`config.mk`:
```
export PLATFORM = sky130hd
export DESIGN_NAME = fixed_step_tick_scheduler_flat
export DESIGN_NICKNAME = d
export VERILOG_FILES = /design/src/hw/rtl/fsts_pkg.sv /design/src/hw/rtl/fsts_chan_if.sv /design/src/hw/rtl/fsts_regs.sv /design/src/hw/rtl/fsts_ctrl.sv /design/src/hw/rtl/fsts_datapath.sv /design/src/hw/rtl/fixed_step_tick_scheduler.sv /design/src/flat_wrapper.sv
export SDC_FILE = /design/constraint.sdc
export NUM_CORES = 1
export LEC_CHECK = 0
export ABC_AREA = 1
export BUFFER_PORTS_ARGS = -buffer_cell sky130_fd_sc_hd__buf_4
export CAP_MARGIN = 15
export CORE_UTILIZATION = 35
export CTS_CLUSTER_DIAMETER = 30
export CTS_CLUSTER_SIZE = 28
export DETAILED_ROUTE_END_ITERATION = 12
export HOLD_SLACK_MARGIN = 0.02
export MAX_ROUTING_LAYER = met4
export SYNTH_ARGS = -nofsm -noshare
export SYNTH_HDL_FRONTEND = slang
export SYNTH_HIERARCHICAL = 1
export SYNTH_SLANG_ARGS = --single-unit
export TNS_END_PERCENT = 20
```
`constraint.sdc`:
```
create_clock -name clk -period 7.4 [get_ports clk]
set_input_delay 1.11 -clock clk [delete_from_list [all_inputs] [get_ports clk]]
set_output_delay 1.11 -clock clk [all_outputs]
set_load 0.05 [all_outputs]
```
`src/hw/rtl/fsts_pkg.sv`:
```
`timescale 1ns / 1ps
`default_nettype none

package fsts_pkg;

	// Fixed field and register widths.
	localparam int OP_W      = 3;
	localparam int SPEED_W   = 3;
	localparam int FRAME_W   = 32;
	localparam int PERIOD_W  = 44;
	localparam int CAP_REG_W = 8;

	// Configuration port geometry: registers sit on 8-byte boundaries.
	localparam int APB_DATA_W   = 64;
	localparam int APB_ADDR_W   = 5;
	localparam int REG_ADDR_LSB = 3;
	localparam int REG_IDX_W    = APB_ADDR_W - REG_ADDR_LSB;

	localparam logic [REG_IDX_W-1:0] REG_DAY_PERIOD = 2'd0;
	localparam logic [REG_IDX_W-1:0] REG_MAX_FRAME  = 2'd1;
	localparam logic [REG_IDX_W-1:0] REG_MAX_STEPS  = 2'd2;

	localparam logic [PERIOD_W-1:0]  DAY_PERIOD_RST = 44'd1000000;
	localparam logic [FRAME_W-1:0]   MAX_FRAME_RST  = 32'd250000;
	localparam logic [CAP_REG_W-1:0] MAX_STEPS_RST  = 8'd8;

	// Operation codes; code 7 is unused and does nothing.
	localparam logic [OP_W-1:0] OP_ADVANCE   = 3'd0;
	localparam logic [OP_W-1:0] OP_SET_SPEED = 3'd1;
	localparam logic [OP_W-1:0] OP_SUSPEND   = 3'd2;
	localparam logic [OP_W-1:0] OP_RESUME    = 3'd3;
	localparam logic [OP_W-1:0] OP_HOLD      = 3'd4;
	localparam logic [OP_W-1:0] OP_RELEASE   = 3'd5;
	localparam logic [OP_W-1:0] OP_RESET     = 3'd6;

	// Speed codes; anything above x8 is taken as paused.
	localparam logic [SPEED_W-1:0] SPEED_PAUSED = 3'd0;
	localparam logic [SPEED_W-1:0] SPEED_X1     = 3'd1;
	localparam logic [SPEED_W-1:0] SPEED_X2     = 3'd2;
	localparam logic [SPEED_W-1:0] SPEED_X4     = 3'd3;
	localparam logic [SPEED_W-1:0] SPEED_X8     = 3'd4;

	typedef enum logic [2:0] {
		ST_IDLE,
		ST_DECODE,
		ST_ADD,
		ST_PAY,
		ST_SETTLE,
		ST_EMIT
	} ctrl_state_t;

	typedef struct packed {
		logic [PERIOD_W-1:0]  day_period_us;
		logic [FRAME_W-1:0]   max_frame_us;
		logic [CAP_REG_W-1:0] step_cap;
	} cfg_t;

	typedef struct packed {
		logic load;
		logic decode;
		logic add;
		logic pay;
		logic settle;
		logic emit;
	} dp_cmd_t;

	typedef struct packed {
		logic adv_run;
		logic pay_done;
	} dp_status_t;

endpackage

`default_nettype wire

```
`src/hw/rtl/fsts_chan_if.sv`:
```
`timescale 1ns / 1ps
`default_nettype none

interface fsts_item_if;
	logic                              valid;
	logic                              ready;
	logic [fsts_pkg::OP_W-1:0]         operation;
	logic [fsts_pkg::SPEED_W-1:0]      speed_code;
	logic [fsts_pkg::FRAME_W-1:0]      frame_delta;

	modport source(output valid, operation, speed_code, frame_delta, input ready);
	modport sink(input valid, operation, speed_code, frame_delta, output ready);
endinterface

interface fsts_result_if #(
	parameter int ACC_WIDTH  = 44,
	parameter int STEP_WIDTH = 8
);
	logic                  valid;
	logic                  ready;
	logic [STEP_WIDTH-1:0] steps;
	logic [ACC_WIDTH-1:0]  accumulated_us;

	modport source(output valid, steps, accumulated_us, input ready);
	modport sink(input valid, steps, accumulated_us, output ready);
endinterface

`default_nettype wire

```
`src/hw/rtl/fsts_regs.sv`:
```
`timescale 1ns / 1ps
`default_nettype none

module fsts_regs (
	input  wire logic                                clk,
	input  wire logic                                arst_n,
	input  wire logic                                psel,
	input  wire logic                                penable,
	input  wire logic                                pwrite,
	input  wire logic [fsts_pkg::APB_ADDR_W-1:0]     paddr,
	input  wire logic [fsts_pkg::APB_DATA_W-1:0]     pwdata,
	output logic      [fsts_pkg::APB_DATA_W-1:0]     prdata,
	output fsts_pkg::cfg_t                           cfg
);

	logic [fsts_pkg::REG_IDX_W-1:0] idx;
	logic                           wr_en;
	fsts_pkg::cfg_t                 cfg_q;

	assign idx   = paddr[fsts_pkg::APB_ADDR_W-1:fsts_pkg::REG_ADDR_LSB];
	assign wr_en = psel && penable && pwrite;
	assign cfg   = cfg_q;

	always_ff @(posedge clk or negedge arst_n) begin
		if (!arst_n) begin
			cfg_q.day_period_us <= fsts_pkg::DAY_PERIOD_RST;
			cfg_q.max_frame_us  <= fsts_pkg::MAX_FRAME_RST;
			cfg_q.step_cap      <= fsts_pkg::MAX_STEPS_RST;
		end else if (wr_en) begin
			unique case (idx)
				fsts_pkg::REG_DAY_PERIOD: begin
					cfg_q.day_period_us <= pwdata[fsts_pkg::PERIOD_W-1:0];
				end
				fsts_pkg::REG_MAX_FRAME: begin
					cfg_q.max_frame_us <= pwdata[fsts_pkg::FRAME_W-1:0];
				end
				fsts_pkg::REG_MAX_STEPS: begin
					cfg_q.step_cap <= pwdata[fsts_pkg::CAP_REG_W-1:0];
				end
				default: begin
				end
			endcase
		end
	end

	always_comb begin
		unique case (idx)
			fsts_pkg::REG_DAY_PERIOD: prdata = fsts_pkg::APB_DATA_W'(cfg_q.day_period_us);
			fsts_pkg::REG_MAX_FRAME:  prdata = fsts_pkg::APB_DATA_W'(cfg_q.max_frame_us);
			fsts_pkg::REG_MAX_STEPS:  prdata = fsts_pkg::APB_DATA_W'(cfg_q.step_cap);
			default:                  prdata = '0;
		endcase
	end

endmodule

`default_nettype wire

```
`src/hw/rtl/fsts_ctrl.sv`:
```
`timescale 1ns / 1ps
`default_nettype none

module fsts_ctrl (
	input  wire logic                 clk,
	input  wire logic                 arst_n,
	input  wire logic                 in_valid,
	output logic                      in_ready,
	output logic                      out_valid,
	input  wire logic                 out_ready,
	input  wire fsts_pkg::dp_status_t status,
	output fsts_pkg::dp_cmd_t         cmd
);

	fsts_pkg::ctrl_state_t state_q;
	fsts_pkg::ctrl_state_t state_n;
	logic                  out_valid_q;
	logic                  slot_free;

	assign slot_free = !out_valid_q || out_ready;
	assign out_valid = out_valid_q;

	always_comb begin
		state_n = state_q;
		unique case (state_q)
			fsts_pkg::ST_IDLE: begin
				if (in_valid) state_n = fsts_pkg::ST_DECODE;
			end
			fsts_pkg::ST_DECODE: begin
				state_n = status.adv_run ? fsts_pkg::ST_ADD : fsts_pkg::ST_EMIT;
			end
			fsts_pkg::ST_ADD: begin
				state_n = fsts_pkg::ST_PAY;
			end
			fsts_pkg::ST_PAY: begin
				if (status.pay_done) state_n = fsts_pkg::ST_SETTLE;
			end
			fsts_pkg::ST_SETTLE: begin
				state_n = fsts_pkg::ST_EMIT;
			end
			fsts_pkg::ST_EMIT: begin
				if (slot_free) state_n = fsts_pkg::ST_IDLE;
			end
			default: begin
				state_n = fsts_pkg::ST_IDLE;
			end
		endcase
	end

	always_comb begin
		cmd      = '0;
		in_ready = 1'b0;
		unique case (state_q)
			fsts_pkg::ST_IDLE: begin
				in_ready = 1'b1;
				cmd.load = in_valid;
			end
			fsts_pkg::ST_DECODE: cmd.decode = 1'b1;
			fsts_pkg::ST_ADD:    cmd.add    = 1'b1;
			fsts_pkg::ST_PAY:    cmd.pay    = 1'b1;
			fsts_pkg::ST_SETTLE: cmd.settle = 1'b1;
			fsts_pkg::ST_EMIT:   cmd.emit   = slot_free;
			default: begin
			end
		endcase
	end

	always_ff @(posedge clk or negedge arst_n) begin
		if (!arst_n) begin
			state_q     <= fsts_pkg::ST_IDLE;
			out_valid_q <= 1'b0;
		end else begin
			state_q <= state_n;
			if (cmd.emit) begin
				out_valid_q <= 1'b1;
			end else if (out_ready) begin
				out_valid_q <= 1'b0;
			end
		end
	end

`ifndef SYNTH
	// A pending result is never overwritten.
	a_emit_slot_free: assert property (@(posedge clk) disable iff (!arst_n)
		cmd.emit |-> (!out_valid_q || out_ready))
		else $error("result emitted over a pending beat");

	// The datapath gets at most one command per cycle.
	a_cmd_onehot: assert property (@(posedge clk) disable iff (!arst_n)
		$onehot0({cmd.load, cmd.decode, cmd.add, cmd.pay, cmd.settle, cmd.emit}))
		else $error("more than one datapath command");

	// The accumulate path is entered only for an advance that runs.
	a_add_after_run: assert property (@(posedge clk) disable iff (!arst_n)
		state_q == fsts_pkg::ST_ADD |-> $past(status.adv_run))
		else $error("accumulate entered without a running advance");
`endif

endmodule

`default_nettype wire

```
`src/hw/rtl/fsts_datapath.sv`:
```
`timescale 1ns / 1ps
`default_nettype none

module fsts_datapath #(
	parameter int ACC_WIDTH  = 44,
	parameter int STEP_WIDTH = 8
) (
	input  wire logic                              clk,
	input  wire logic                              arst_n,
	input  wire fsts_pkg::cfg_t                    cfg,
	input  wire fsts_pkg::dp_cmd_t                 cmd,
	input  wire logic [fsts_pkg::OP_W-1:0]         operation,
	input  wire logic [fsts_pkg::SPEED_W-1:0]      speed_code,
	input  wire logic [fsts_pkg::FRAME_W-1:0]      frame_delta,
	output fsts_pkg::dp_status_t                   status,
	output logic      [STEP_WIDTH-1:0]             steps,
	output logic      [ACC_WIDTH-1:0]              accumulated_us
);

	localparam int CMP_W = (ACC_WIDTH > fsts_pkg::PERIOD_W) ? ACC_WIDTH : fsts_pkg::PERIOD_W;
	localparam int ADD_W = ((ACC_WIDTH > fsts_pkg::FRAME_W) ? ACC_WIDTH : fsts_pkg::FRAME_W) + 1;
	localparam int CAP_W = (STEP_WIDTH > fsts_pkg::CAP_REG_W) ? STEP_WIDTH : fsts_pkg::CAP_REG_W;
	localparam logic [ACC_WIDTH-1:0]  ACC_MAX  = '1;
	localparam logic [STEP_WIDTH-1:0] STEP_MAX = '1;

	// Item registers
	logic [fsts_pkg::OP_W-1:0]     op_q;
	logic [fsts_pkg::SPEED_W-1:0]  code_q;
	logic [fsts_pkg::FRAME_W-1:0]  delta_q;

	// Scheduler state
	logic [ACC_WIDTH-1:0]          acc_q;
	logic [fsts_pkg::SPEED_W-1:0]  speed_q;
	logic                          suspended_q;
	logic                          held_q;

	// Working registers of one advance
	logic [fsts_pkg::PERIOD_W-1:0] period_q;
	logic [fsts_pkg::FRAME_W-1:0]  frame_q;
	logic [ACC_WIDTH-1:0]          sum_q;
	logic [STEP_WIDTH-1:0]         cap_q;
	logic [STEP_WIDTH-1:0]         count_q;
	logic [STEP_WIDTH-1:0]         out_steps_q;
	logic [ACC_WIDTH-1:0]          out_acc_q;

	logic [fsts_pkg::PERIOD_W-1:0] period_shift;
	logic                          speed_on;
	logic [fsts_pkg::PERIOD_W-1:0] period_c;
	logic [fsts_pkg::FRAME_W-1:0]  frame_c;
	logic [CAP_W-1:0]              cap_ext;
	logic [STEP_WIDTH-1:0]         cap_c;
	logic [ADD_W-1:0]              add_c;
	logic [ACC_WIDTH-1:0]          sum_c;
	logic [CMP_W-1:0]              sum_ext;
	logic [CMP_W-1:0]              period_ext;
	logic                          pay_go;
	logic [ACC_WIDTH-1:0]          diff_c;
	logic [ACC_WIDTH-1:0]          settle_c;
	logic [fsts_pkg::SPEED_W-1:0]  code_n;

	always_comb begin
		speed_on = cfg.day_period_us != '0;
		unique case (speed_q)
			fsts_pkg::SPEED_X1: period_shift = cfg.day_period_us;
			fsts_pkg::SPEED_X2: period_shift = cfg.day_period_us >> 1;
			fsts_pkg::SPEED_X4: period_shift = cfg.day_period_us >> 2;
			fsts_pkg::SPEED_X8: period_shift = cfg.day_period_us >> 3;
			default: begin
				period_shift = '0;
				speed_on     = 1'b0;
			end
		endcase
	end

	// A running period never drops below one microsecond.
	assign period_c = (speed_on && period_shift == '0) ? fsts_pkg::PERIOD_W'(1) : period_shift;
	assign frame_c  = (delta_q < cfg.max_frame_us) ? delta_q : cfg.max_frame_us;

	// A cap of zero acts as one and saturates at the widest step count.
	assign cap_ext = CAP_W'(cfg.step_cap);
	always_comb begin
		if (cfg.step_cap == '0) begin
			cap_c = STEP_WIDTH'(1);
		end else if (cap_ext > CAP_W'(STEP_MAX)) begin
			cap_c = STEP_MAX;
		end else begin
			cap_c = STEP_WIDTH'(cap_ext);
		end
	end

	assign status.adv_run = (op_q == fsts_pkg::OP_ADVANCE) && !suspended_q && !held_q
		&& (period_c != '0) && (frame_c != '0);

	assign add_c = ADD_W'(acc_q) + ADD_W'(frame_q);
	assign sum_c = (add_c > ADD_W'(ACC_MAX)) ? ACC_MAX : ACC_WIDTH'(add_c);

	assign sum_ext         = CMP_W'(sum_q);
	assign period_ext      = CMP_W'(period_q);
	assign pay_go          = (count_q < cap_q) && (sum_ext >= period_ext);
	assign status.pay_done = !pay_go;
	assign diff_c          = ACC_WIDTH'(sum_ext - period_ext);
	assign settle_c        = (sum_ext > period_ext) ? ACC_WIDTH'(period_ext) : sum_q;

	assign code_n = (code_q > fsts_pkg::SPEED_X8) ? fsts_pkg::SPEED_PAUSED : code_q;

	assign steps          = out_steps_q;
	assign accumulated_us = out_acc_q;

	always_ff @(posedge clk or negedge arst_n) begin
		if (!arst_n) begin
			acc_q       <= '0;
			speed_q     <= fsts_pkg::SPEED_PAUSED;
			suspended_q <= 1'b0;
			held_q      <= 1'b0;
			cap_q       <= STEP_WIDTH'(1);
			count_q     <= '0;
		end else begin
			if (cmd.decode) begin
				cap_q   <= cap_c;
				count_q <= '0;
				unique case (op_q)
					fsts_pkg::OP_SET_SPEED: begin
						if (code_n != speed_q) begin
							speed_q <= code_n;
							if (code_n == fsts_pkg::SPEED_PAUSED) acc_q <= '0;
						end
					end
					fsts_pkg::OP_SUSPEND: begin
						suspended_q <= 1'b1;
						acc_q       <= '0;
					end
					fsts_pkg::OP_RESUME: begin
						suspended_q <= 1'b0;
					end
					fsts_pkg::OP_HOLD: begin
						held_q <= 1'b1;
						acc_q  <= '0;
					end
					fsts_pkg::OP_RELEASE: begin
						held_q <= 1'b0;
					end
					fsts_pkg::OP_RESET: begin
						acc_q <= '0;
					end
					default: begin
					end
				endcase
			end
			if (cmd.pay && pay_go) begin
				count_q <= count_q + STEP_WIDTH'(1);
			end
			if (cmd.settle) begin
				acc_q <= settle_c;
			end
		end
	end

	always_ff @(posedge clk) begin
		if (cmd.load) begin
			op_q    <= operation;
			code_q  <= speed_code;
			delta_q <= frame_delta;
		end
		if (cmd.decode) begin
			period_q <= period_c;
			frame_q  <= frame_c;
		end
		if (cmd.add) begin
			sum_q <= sum_c;
		end else if (cmd.pay && pay_go) begin
			sum_q <= diff_c;
		end
		if (cmd.emit) begin
			out_steps_q <= count_q;
			out_acc_q   <= acc_q;
		end
	end

`ifndef SYNTH
	// The payout loop stops at the step cap.
	a_count_capped: assert property (@(posedge clk) disable iff (!arst_n)
		count_q <= cap_q)
		else $error("step count above cap");

	// After an advance the carried remainder is at most one period.
	a_settle_limit: assert property (@(posedge clk) disable iff (!arst_n)
		cmd.settle |=> CMP_W'(acc_q) <= period_ext)
		else $error("remainder exceeds one period");

	// Undefined speed codes are folded to paused before they are stored.
	a_speed_legal: assert property (@(posedge clk) disable iff (!arst_n)
		speed_q <= fsts_pkg::SPEED_X8)
		else $error("speed register holds an undefined code");
`endif

endmodule

`default_nettype wire

```
`src/hw/rtl/fixed_step_tick_scheduler.sv`:
```
`timescale 1ns / 1ps
`default_nettype none

// Fixed-step tick scheduler. Each item beat on the item channel carries an
// operation: advance by frame_delta microseconds, set the speed (paused, x1,
// x2, x4, x8), suspend, resume, hold, release the hold, or clear the
// accumulator. Each item yields exactly one result beat with the number of
// whole simulation steps due (zero for anything but an advance) and the
// accumulator value after the item. An advance clamps its delta to
// max_frame_us, adds it to the accumulator with saturation, pays out whole
// step periods up to the step cap, and keeps at most one period as
// remainder. The step period is day_period_us shifted down by the speed,
// never less than one; a zero period, paused speed, suspension or hold makes
// an advance pay nothing. The block takes one item at a time. A
// non-advance item, or an advance that does not run, goes from decode to
// emit; an advance also passes accumulate, payout and settle, and the payout
// loop runs one subtraction of the period per cycle through a single
// subtractor. A finished result sits in an output register, so the next item
// is accepted while that beat still waits; the block stalls only if a second
// result is ready before the first is taken. Configuration is written over
// the APB port at byte addresses 0x00 (day_period_us), 0x08 (max_frame_us)
// and 0x10 (step_cap), 64-bit data. The user must write it only while the
// block is idle; the block itself does not enforce this.

module fixed_step_tick_scheduler #(
	parameter int ACC_WIDTH  = 44,
	parameter int STEP_WIDTH = 8
) (
	input  wire logic                            clk,
	input  wire logic                            arst_n,
	fsts_item_if.sink                            item,
	fsts_result_if.source                        result,
	input  wire logic                            psel,
	input  wire logic                            penable,
	input  wire logic                            pwrite,
	input  wire logic [fsts_pkg::APB_ADDR_W-1:0] paddr,
	input  wire logic [fsts_pkg::APB_DATA_W-1:0] pwdata,
	output logic      [fsts_pkg::APB_DATA_W-1:0] prdata,
	output logic                                 pready
);

	fsts_pkg::cfg_t        cfg;
	fsts_pkg::dp_cmd_t     cmd;
	fsts_pkg::dp_status_t  status;
	logic [STEP_WIDTH-1:0] steps;
	logic [ACC_WIDTH-1:0]  accumulated_us;

	// Register writes complete in the access phase without wait states.
	assign pready = 1'b1;

	fsts_regs u_regs (
		.clk     (clk),
		.arst_n  (arst_n),
		.psel    (psel),
		.penable (penable),
		.pwrite  (pwrite),
		.paddr   (paddr),
		.pwdata  (pwdata),
		.prdata  (prdata),
		.cfg     (cfg)
	);

	// The controller sequences decode, accumulate, payout, settle and emit.
	fsts_ctrl u_ctrl (
		.clk       (clk),
		.arst_n    (arst_n),
		.in_valid  (item.valid),
		.in_ready  (item.ready),
		.out_valid (result.valid),
		.out_ready (result.ready),
		.status    (status),
		.cmd       (cmd)
	);

	// The datapath holds the scheduler state and the shared payout subtractor.
	fsts_datapath #(
		.ACC_WIDTH  (ACC_WIDTH),
		.STEP_WIDTH (STEP_WIDTH)
	) u_datapath (
		.clk            (clk),
		.arst_n         (arst_n),
		.cfg            (cfg),
		.cmd            (cmd),
		.operation      (item.operation),
		.speed_code     (item.speed_code),
		.frame_delta    (item.frame_delta),
		.status         (status),
		.steps          (steps),
		.accumulated_us (accumulated_us)
	);

	assign result.steps          = steps;
	assign result.accumulated_us = accumulated_us;

endmodule

`default_nettype wire

```
`src/flat_wrapper.sv`:
```
// flat-port wrapper written by rule: the top's interface ports become plain ports
module fixed_step_tick_scheduler_flat 
#(
	parameter int ACC_WIDTH  = 44,
	parameter int STEP_WIDTH = 8
)
  (clk, arst_n, psel, penable, pwrite, paddr, pwdata, prdata, pready, item_valid, item_operation, item_speed_code, item_frame_delta, item_ready, result_valid, result_steps, result_accumulated_us, result_ready);
  fsts_item_if item_i ();
  fsts_result_if #(.ACC_WIDTH(ACC_WIDTH), .STEP_WIDTH(STEP_WIDTH)) result_i ();
  input  wire logic clk;
  input  wire logic arst_n;
  input  wire logic psel;
  input  wire logic penable;
  input  wire logic pwrite;
  input  wire logic [fsts_pkg::APB_ADDR_W-1:0] paddr;
  input  wire logic [fsts_pkg::APB_DATA_W-1:0] pwdata;
  output logic      [fsts_pkg::APB_DATA_W-1:0] prdata;
  output logic pready;
  input wire logic [$bits(item_i.valid)-1:0] item_valid;
  input wire logic [$bits(item_i.operation)-1:0] item_operation;
  input wire logic [$bits(item_i.speed_code)-1:0] item_speed_code;
  input wire logic [$bits(item_i.frame_delta)-1:0] item_frame_delta;
  output wire logic [$bits(item_i.ready)-1:0] item_ready;
  output wire logic [$bits(result_i.valid)-1:0] result_valid;
  output wire logic [$bits(result_i.steps)-1:0] result_steps;
  output wire logic [$bits(result_i.accumulated_us)-1:0] result_accumulated_us;
  input wire logic [$bits(result_i.ready)-1:0] result_ready;
  assign item_i.valid = item_valid;
  assign item_i.operation = item_operation;
  assign item_i.speed_code = item_speed_code;
  assign item_i.frame_delta = item_frame_delta;
  assign item_ready = item_i.ready;
  assign result_valid = result_i.valid;
  assign result_steps = result_i.steps;
  assign result_accumulated_us = result_i.accumulated_us;
  assign result_i.ready = result_ready;
  fixed_step_tick_scheduler #(.ACC_WIDTH(ACC_WIDTH), .STEP_WIDTH(STEP_WIDTH)) u_core (.clk(clk), .arst_n(arst_n), .item(item_i), .result(result_i), .psel(psel), .penable(penable), .pwrite(pwrite), .paddr(paddr), .pwdata(pwdata), .prdata(prdata), .pready(pready));
endmodule
```
==> results.md, run 1 <==
- Initial drt markers: 1525
- Area taken by flip-flops and latches: 10150 um2
- Commonest non-fill, non-tap cell in the layout: nand2_1
- Max-slew violation count: 0
- Final Util: 43.69%
- Synth Register Bits: 363
- GPL Wtd Cong: 0.9812
- Placement Cell Area: 24800 um2
- Syn_area_per_cell: 7.999 um2
- Post-route cell area: 28110 um2
- Global-route wire length before repair: 113100 um
- P&R area growth vs syn: 23.53%
- Post-route minimum period: 4.290 ns
- Fillers: 6481
- Slew headroom: 29.24%
- PortBufs: 188
- Critical path class: flop to flop
- Routed wire length: 75210 um
- CP endpoint kind: flop
- Register area share after synthesis: 44.62%
- Fmax: 233.1 MHz
- Die width: 257.0 um
- TritonCTS clock tree: done
- Final hold viol count: 0
- Outcome: finished, final reports clean
- Die Area: 66040 um2
- Pleak: 13.11 nW
- Max-cap violations: 0
- GRT Overall Usage: 23.15%
- Diode count: 0
- Sw frac: 42.43%
- RSZ-0062 raised after global routing: no
- P_int: 7.490 mW
- Setup crit start kind: flop
- Total CTS buffers: 92
- Met2 usage: 35.12%
- Worst vdd ir: 0.1906 mV
- Worst-Skew Late Latency: 0.65 ns
- Fin Setup TNS: 0 ns
- IO Pins: 233
- Vias: 20020
- Power, Total: 13.01 mW
- Flop pwr share: 27.5%
- Min-Delay Path Class: flop to flop
- Cell variety after synth: 65
- Placed cells: 3831
- Postcts setup bufs: 0
- Antenna violations before repair: 0
- Number of hold buffers added after cts: 0
- Final setup margin: 3.110 ns
- 1st-pass router iterations: 5
- Worst-path clk slew: 0.05 ns
- Vias per inst: 4.998
- CTS H-tree lvls: 3
- Worst Path Required: 7.95 ns
- Nets: 3301
- Combinational share of power: 40.4%
- Number of cell rows: 93
- YS warnings: 6
- Clock sinks: 363
- Final setup viols: 0
- Routed len/inst: 18.78 um
- Initial cell density of the core: 35.37%
- Area of the multi-input gates: 10430 um2
- Most frequent cells in the layout: 805 x nand2_1, 415 x inv_1, 237 x nor2_1
- Arr. time, crit path: 4.84 ns
- Root Buffer: clkbuf_16
- Met1 Use GR: 30.15%
- Power per Cell Area: 462.9 nW/um2
- Clock power share: 32.2%
- GR Layer Usage met3: 4.521%
- Clk buf depth: 3
- Vias in the first global route: 19020
- Crit-path max FO: 26
- Mapped Area: 22760 um2
- Total gr overflow: 0
- Antenna viol nets, final: 0
- Sw power: 5.521 mW
- Share of layout cells above drive strength 1: 14.38%
- Die Ht: 257.0 um
- Worst hold slack: 0.4567 ns
- Pre-CTS WS: 3.153 ns
- Resize count post-CTS: 0
- Post-Synthesis Cells: 2845
- Clk_skew: 0.04866 ns
- Final std cells w/o fill: 4005
- Post-DP HPWL: 57520 um
- DRC: 0
- Worst-Margin Slew: 1.058 ns
- Total core area: 64350 um2
- GRT Max-Usage Layer: met2
- Largest net degree at the start of global routing: 77
- Fin crit share: 57.97%
## worst max-delay path, stage by stage, from the launching register on
cell,delay [ns]
dfstp_2,0.54
inv_1,0.07
ha_1,0.31
a21oi_1,0.15
o21ai_0,0.10
a21oi_1,0.13
nand2_1,0.10
nand2_2,0.44
nand2_1,0.45
buf_4,0.36
o21ai_0,0.41
nand2_1,0.10
nor2_1,0.10
nand2_1,0.09
nor2_1,0.16
a21oi_1,0.22
inv_1,0.10
nand3_1,0.11
nand2_1,0.07
nand2_1,0.05
o21bai_1,0.11
## power groups by stage
stage	registers [mW]	logic, mW	clock network, mW
3_3_place_gp	3.59	5.17	0
4_1_cts	3.56	5.21	4.25
6_report	3.57	5.25	4.19
5_1_grt	3.62	5.79	4.36
3_5_place_dp	3.59	5.18	0
2_1_floorplan	3.59	3.50	0
## kinds of logic (layout without fill, tap and decap cells)
group | after synthesis | after routing | share of synthesized area, %
compound gates | 504 | 504 | 13.16
buf+inv | 524 | 810 | 10.05
fa+ha+maj | 117 | 117 | 6.499
flops | 363 | 363 | 44.62
xor+xnor | 52 | 52 | 2.001
simple gates | 1283 | 1283 | 23.64
other cells | 2 | 21 | 0.03300
## worst paths after layout
| check | from | cells after the start | endpoint | slack (ns) |
|---|---|---|---|---|
| max | u_core/u_regs/cfg[23]$_DFFE_PN1P_ | 20 | u_core/u_ctrl/state_q[0]$_DFFE_PN0P_ | 3.11 |
| min | u_core/u_datapath/acc_q[43]$_DFFE_PN0P_ | 0 | u_core/u_datapath/accumulated_us[43]$_DFFE_PP_ | 0.46 |
| max reg2reg | u_core/u_regs/cfg[23]$_DFFE_PN1P_ | 20 | u_core/u_ctrl/state_q[0]$_DFFE_PN0P_ | 3.11 |
| min reg2reg | u_core/u_datapath/acc_q[43]$_DFFE_PN0P_ | 0 | u_core/u_datapath/accumulated_us[43]$_DFFE_PP_ | 0.46 |
| max in group asynchronous | arst_n | 2 | u_core/u_regs/cfg[29]$_DFFE_PN0P_ | 5.64 |
| min in group asynchronous | arst_n | 1 | u_core/u_datapath/acc_q[31]$_DFFE_PN0P_ | 0.56 |
## cell type report
type | instances | area share [%]
Multi-Input combinational cell | 1977 | 37.08
Sequential cell | 363 | 36.12
Clock buffer | 116 | 8.942
Inverter | 433 | 5.782
Timing Repair Buffer | 203 | 5.434
Tap cell | 855 | 3.805
Clock inverter | 58 | 2.831
## state kept, by name (all words and copies together) (netlist names)
register	count
u_core/u_ctrl/out_valid	1
u_core/u_ctrl/state_q	3
u_core/u_datapath/acc_q	44
u_core/u_datapath/accumulated_us	44
u_core/u_datapath/cap_q	8
u_core/u_datapath/code_q	3
u_core/u_datapath/count_q	8
u_core/u_datapath/delta_q	32
u_core/u_datapath/frame_q	32
u_core/u_datapath/held_q	1
u_core/u_datapath/op_q	3
u_core/u_datapath/period_ext	44
u_core/u_datapath/speed_q	3
u_core/u_datapath/steps	8
u_core/u_datapath/sum_ext	44
u_core/u_datapath/suspended_q	1
u_core/u_regs/cfg	84
## layer usage
layer / up-vias / wire length (um)
li1: 9862 / -
met1: 9347 / 33560
met2: 660 / 34010
met3: 149 / 4760
met4: 0 / 2880
met5: - / 0
## cell usage after synthesis, drive strengths merged
master   count  area (um2)
a21o        17       127.6
a21oi      142       744.5
buf         77       608.1
xor2        33       289.0
o21ai      179       914.6
nor2       250       987.2
nor4b        1       15.01
clkinv       2       7.510
a22oi        1       7.510
inv        431        1618
nand3b      26       195.2
dfstp       16       420.4
ha         115        1439
edfxtp     210        6306
a31o         1       8.760
o21a         8       60.06
nand2      819        3117
clkbuf      14       52.55
o2111ai     10       87.58
a211oi       1       7.510
o31ai        1       7.510
nor4        31       200.2
a21boi       5       48.80
nor3        30       161.4
and3         2       12.51
xnor2       19       166.4
nand4       17       106.4
o221ai       9       78.83
or2         11       68.82
a32o         1       10.01
a221oi      13       120.1
a31oi       19       118.9
dfrtp      137        3428
nand3       95       510.5
o21bai      17       142.6
o22ai       75       469.2
conb         2       7.510
o211ai       3       22.52
a22o         2       17.52
fa           2       40.04
and2         1       6.260
No activity file was read; power rests on OpenSTA's default activity.
==> run 2: changes to the inputs <==
Settings changed: ABC_AREA 1 to 0.
Clock period 7.4 ns to 4 ns, I/O delays scaled along.
==> results.md, run 2 <==
- Clock power share: 31.2% (was 32.2%)
- Final setup viols: 0 (unchanged)
- Most frequent cell after synthesis: nand2_1 (unchanged)
- Placed cells: 2993 (was 3831)
- Register area share after synthesis: 47.12% (was 44.62%)
- Setup crit start kind: flop (unchanged)
- Commonest non-fill, non-tap cell in the layout: nand2_1 (unchanged)
- P_int: 14.27 mW (was 7.490 mW)
- Cell variety after synth: 93 (was 65)
- Max Used Layer: met4 (unchanged)
- Hold Startpoint: item_frame_delta[7] (was u_core/u_datapath/acc_q[43]$_DFFE_PN0P_)
- Crit-path max FO: 5 (was 26)
- Post-DP HPWL: 50620 um (was 57520 um)
- Outcome: finished, final reports clean (unchanged)
- Total gr overflow: 0 (unchanged)
- DR WL met2: 31920 um (was 34010 um)
- Final setup margin: 0.2124 ns (was 3.110 ns)
- CTS H-tree lvls: 3 (unchanged)
- RR Startpoint: u_core/u_regs/cfg[25]$_DFFE_PN1P_ (was u_core/u_regs/cfg[23]$_DFFE_PN1P_)
- Power per Cell Area: 894.9 nW/um2 (was 462.9 nW/um2)
- Arr. time, crit path: 4.33 ns (was 4.84 ns)
- GPL Wtd Cong: 0.9280 (was 0.9812)
- YS warnings: 6 (unchanged)
- Final hold viol count: 0 (unchanged)
- Worst-Skew Late Latency: 0.62 ns (was 0.65 ns)
- Root Buffer: clkbuf_16 (unchanged)
- Antenna violations before repair: 0 (unchanged)
- Most common library cells after synthesis: 253 x nand2_1, 210 x edfxtp_1, 137 x dfrtp_1 (was 806 x nand2_1, 415 x inv_1, 240 x nor2_1)
- Pleak: 11.17 nW (was 13.11 nW)
- Met1 WL: 30380 um (was 33560 um)
- Routed wire length: 67680 um (was 75210 um)
- Reg-to-reg slack, setup: 0.21 ns (was 3.11 ns)
- Max-cap violations: 0 (unchanged)
- Hold path depth: 1 (was 0)
- Most frequent cells in the layout: 253 x nand2_1, 217 x buf_4, 210 x edfxtp_1 (was 805 x nand2_1, 415 x inv_1, 237 x nor2_1)
- Sw frac: 40.72% (was 42.43%)
- Post-synth top flop: edfxtp_1 (unchanged)
- Post-route minimum period: 3.788 ns (was 4.290 ns)
- Diode count: 0 (unchanged)
- IO Pins: 233 (unchanged)
- Pre-CTS WS: 0.2424 ns (was 3.153 ns)
- Clk buf depth: 3 (unchanged)
- Antenna viol nets, final: 0 (unchanged)
- Post-route cell area: 26900 um2 (was 28110 um2)
- Flop pwr share: 28.8% (was 27.5%)
- CP endpoint kind: flop (unchanged)
- Mapped Area: 21550 um2 (was 22760 um2)
- Vias in the first global route: 17090 (was 19020)
- DRC: 0 (unchanged)
- Final std cells w/o fill: 3165 (was 4005)
- Clk_skew: 0.02561 ns (was 0.04866 ns)
- PortBufs: 188 (unchanged)
- Worst-Margin Slew: 1.127 ns (was 1.058 ns)
- Die width: 250.1 um (was 257.0 um)
- Routed len/inst: 21.38 um (was 18.78 um)
- RSZ-0062 raised after global routing: no (unchanged)
- Synth area leader: edfxtp_1 (unchanged)
- 1st-pass router iterations: 5 (unchanged)
- P&R area growth vs syn: 24.83% (was 23.53%)
- Reg2reg end: u_core/u_ctrl/state_q[0]$_DFFE_PN0P_ (unchanged)
- Critical path class: flop to flop (unchanged)
- Worst vdd ir: 0.3995 mV (was 0.1906 mV)
- Combinational share of power: 40.0% (was 40.4%)
- Placement Cell Area: 23700 um2 (was 24800 um2)
- Ys async rst share: 42.15% (unchanged)
- Post-Synthesis Cells: 2097 (was 2845)
- Die Area: 62570 um2 (was 66040 um2)
- Resize count post-CTS: 0 (unchanged)
- Clock sinks: 363 (unchanged)
- Synth Register Bits: 363 (unchanged)
- Fmax: 264.0 MHz (was 233.1 MHz)
- Initial drt markers: 1176 (was 1525)
- Global-route wire length before repair: 102800 um (was 113100 um)
- TritonCTS clock tree: done (unchanged)
- Syn_area_per_cell: 10.28 um2 (was 7.999 um2)
- Synth top area cells: edfxtp_1 29%, dfrtp_1 16%, ha_1 6.7% (was edfxtp_1 28%, dfrtp_1 15%, nand2_1 13%)
- Vias per inst: 5.519 (was 4.998)
- Total CTS buffers: 91 (was 92)
- Worst hold slack: 0.1591 ns (was 0.4567 ns)
- Worst-path clk slew: 0.05 ns (about the same)
- Largest net degree at the start of global routing: 110 (was 77)
- Min-Delay Path Class: input pin to flop (was flop to flop)
- Largest register FFs: 84 (unchanged)
- Postcts setup bufs: 0 (unchanged)
- Worst Path Required: 4.54 ns (was 7.95 ns)
- Path depth of the worst reg2reg path: 15 (was 20)
- Share of layout cells above drive strength 1: 21.57% (was 14.38%)
- Max-slew violation count: 0 (unchanged)
- Share of the synthesized area in the top cell type: 29.26% (was 27.71%)
- Die Ht: 250.1 um (was 257.0 um)
- Sw power: 9.803 mW (was 5.521 mW)
- Hold endpoint: u_core/u_datapath/delta_q[7]$_DFFE_PP_ (was u_core/u_datapath/accumulated_us[43]$_DFFE_PP_)
- Nets: 2536 (was 3301)
- Number of cell rows: 90 (was 93)
- Number of hold buffers added after cts: 1 (was 0)
- Post-synth EDFFs: 210 (unchanged)
- GRT Overall Usage: 21.90% (was 23.15%)
- Vias: 17470 (was 20020)
- Initial cell density of the core: 35.57% (was 35.37%)
- Final Util: 44.40% (was 43.69%)
- Slew headroom: 24.77% (was 29.24%)
- Total core area: 60580 um2 (was 64350 um2)
- DR WL met3: 3816 um (was 4760 um)
- Fin crit share: 94.69% (was 57.97%)
-- run 2: cell count changes after synthesis, sizes merged, moves of 65 or more --
cell,change
nand2,-564
nor2,-162
a22oi,+85
o22ai,-65
mux2,+86
inv,-321
-- run 2: routing by layer --
metal | vias up | global-route usage (%)
li1 | 8192 | -
met1 | 8587 | 29.08
met2 | 591 | 34.47
met3 | 97 | 3.034
met4 | 0 | 7.064
met5 | - | -
-- run 2: logic make-up after synthesis --
group                      share of synthesized area (%)
AOI/OAI and AO/OA                                  17.02
xor gates and xnor gates                           3.292
adders and majority gates                          6.863
buffers and inverters                              5.133
DFF                                                47.12
muxes                                              6.677
other                                            0.03485
and+or+nand+nor                                    13.86
-- run 2: final cells by class --
cell class / count / area, um2
clock buffers: 119 / 2527
repair buffers: 224 / 1750
inverters: 110 / 412.9
fillers: 5681 / 33680
flip-flops and latches: 363 / 10150
well taps: 782 / 978.4
multi-input cells: 1515 / 10410
clock inverters: 52 / 664.4
-- run 2: critical path, cell delays in order, from the launching register on --
cell and delay [ns]:
dfstp_2 0.58, inv_1 0.08, ha_1 0.31, a21o_1 0.16, a21o_1 0.18, a21oi_1 0.15
nor2_1 0.05, a2111oi_0 0.48, nor2_1 0.14, o41ai_2 0.39, buf_4 0.21, nand2_1 0.11
nor4b_1 0.18, buf_4 0.18, or4_4 0.42, o211ai_2 0.08
-- run 2: worst max-delay path by stage --
| stage | from | endpoint | slack (ns) | cells after the start |
|---|---|---|---|---|
| floorplan | item_valid | u_core/u_datapath/code_q[0]$_DFFE_PP_ | -0.06 | 2 |
| CTS | u_core/u_regs/cfg[25]$_DFFE_PN1P_ | u_core/u_ctrl/state_q[0]$_DFFE_PN0P_ | 0.23 | 15 |
| global placement | u_core/u_regs/cfg[25]$_DFFE_PN1P_ | u_core/u_ctrl/state_q[0]$_DFFE_PN0P_ | 0.25 | 15 |
| finish | u_core/u_regs/cfg[25]$_DFFE_PN1P_ | u_core/u_ctrl/state_q[0]$_DFFE_PN0P_ | 0.21 | 15 |
| detailed placement | u_core/u_regs/cfg[25]$_DFFE_PN1P_ | u_core/u_ctrl/state_q[0]$_DFFE_PN0P_ | 0.24 | 15 |
| global route | u_core/u_regs/cfg[25]$_DFFE_PN1P_ | u_core/u_ctrl/state_q[0]$_DFFE_PN0P_ | 0.06 | 15 |
-- run 2: power by group through the flow --
stage	Clock [mW]	Sequential, mW	Combinational (mW)
final	7.51	6.94	9.62
after global routing	7.84	7.07	10.5
after CTS	7.62	6.95	9.58
after detailed placement	0	7.00	9.50
after global placement	0	6.97	9.38
after floorplan	0	6.87	6.44
-- run 2: per-stage QoR --
| step | TNS (ns) | power [mW] |
|---|---|---|
| 6_report | 0 | 24.07 |
| 5_1_grt | 0 | 25.38 |
| 4_1_cts | 0 | 24.15 |
| 3_5_place_dp | 0 | 16.51 |
| 3_3_place_gp | 0 | 16.35 |
| 2_1_floorplan | -2.384 | 13.31 |
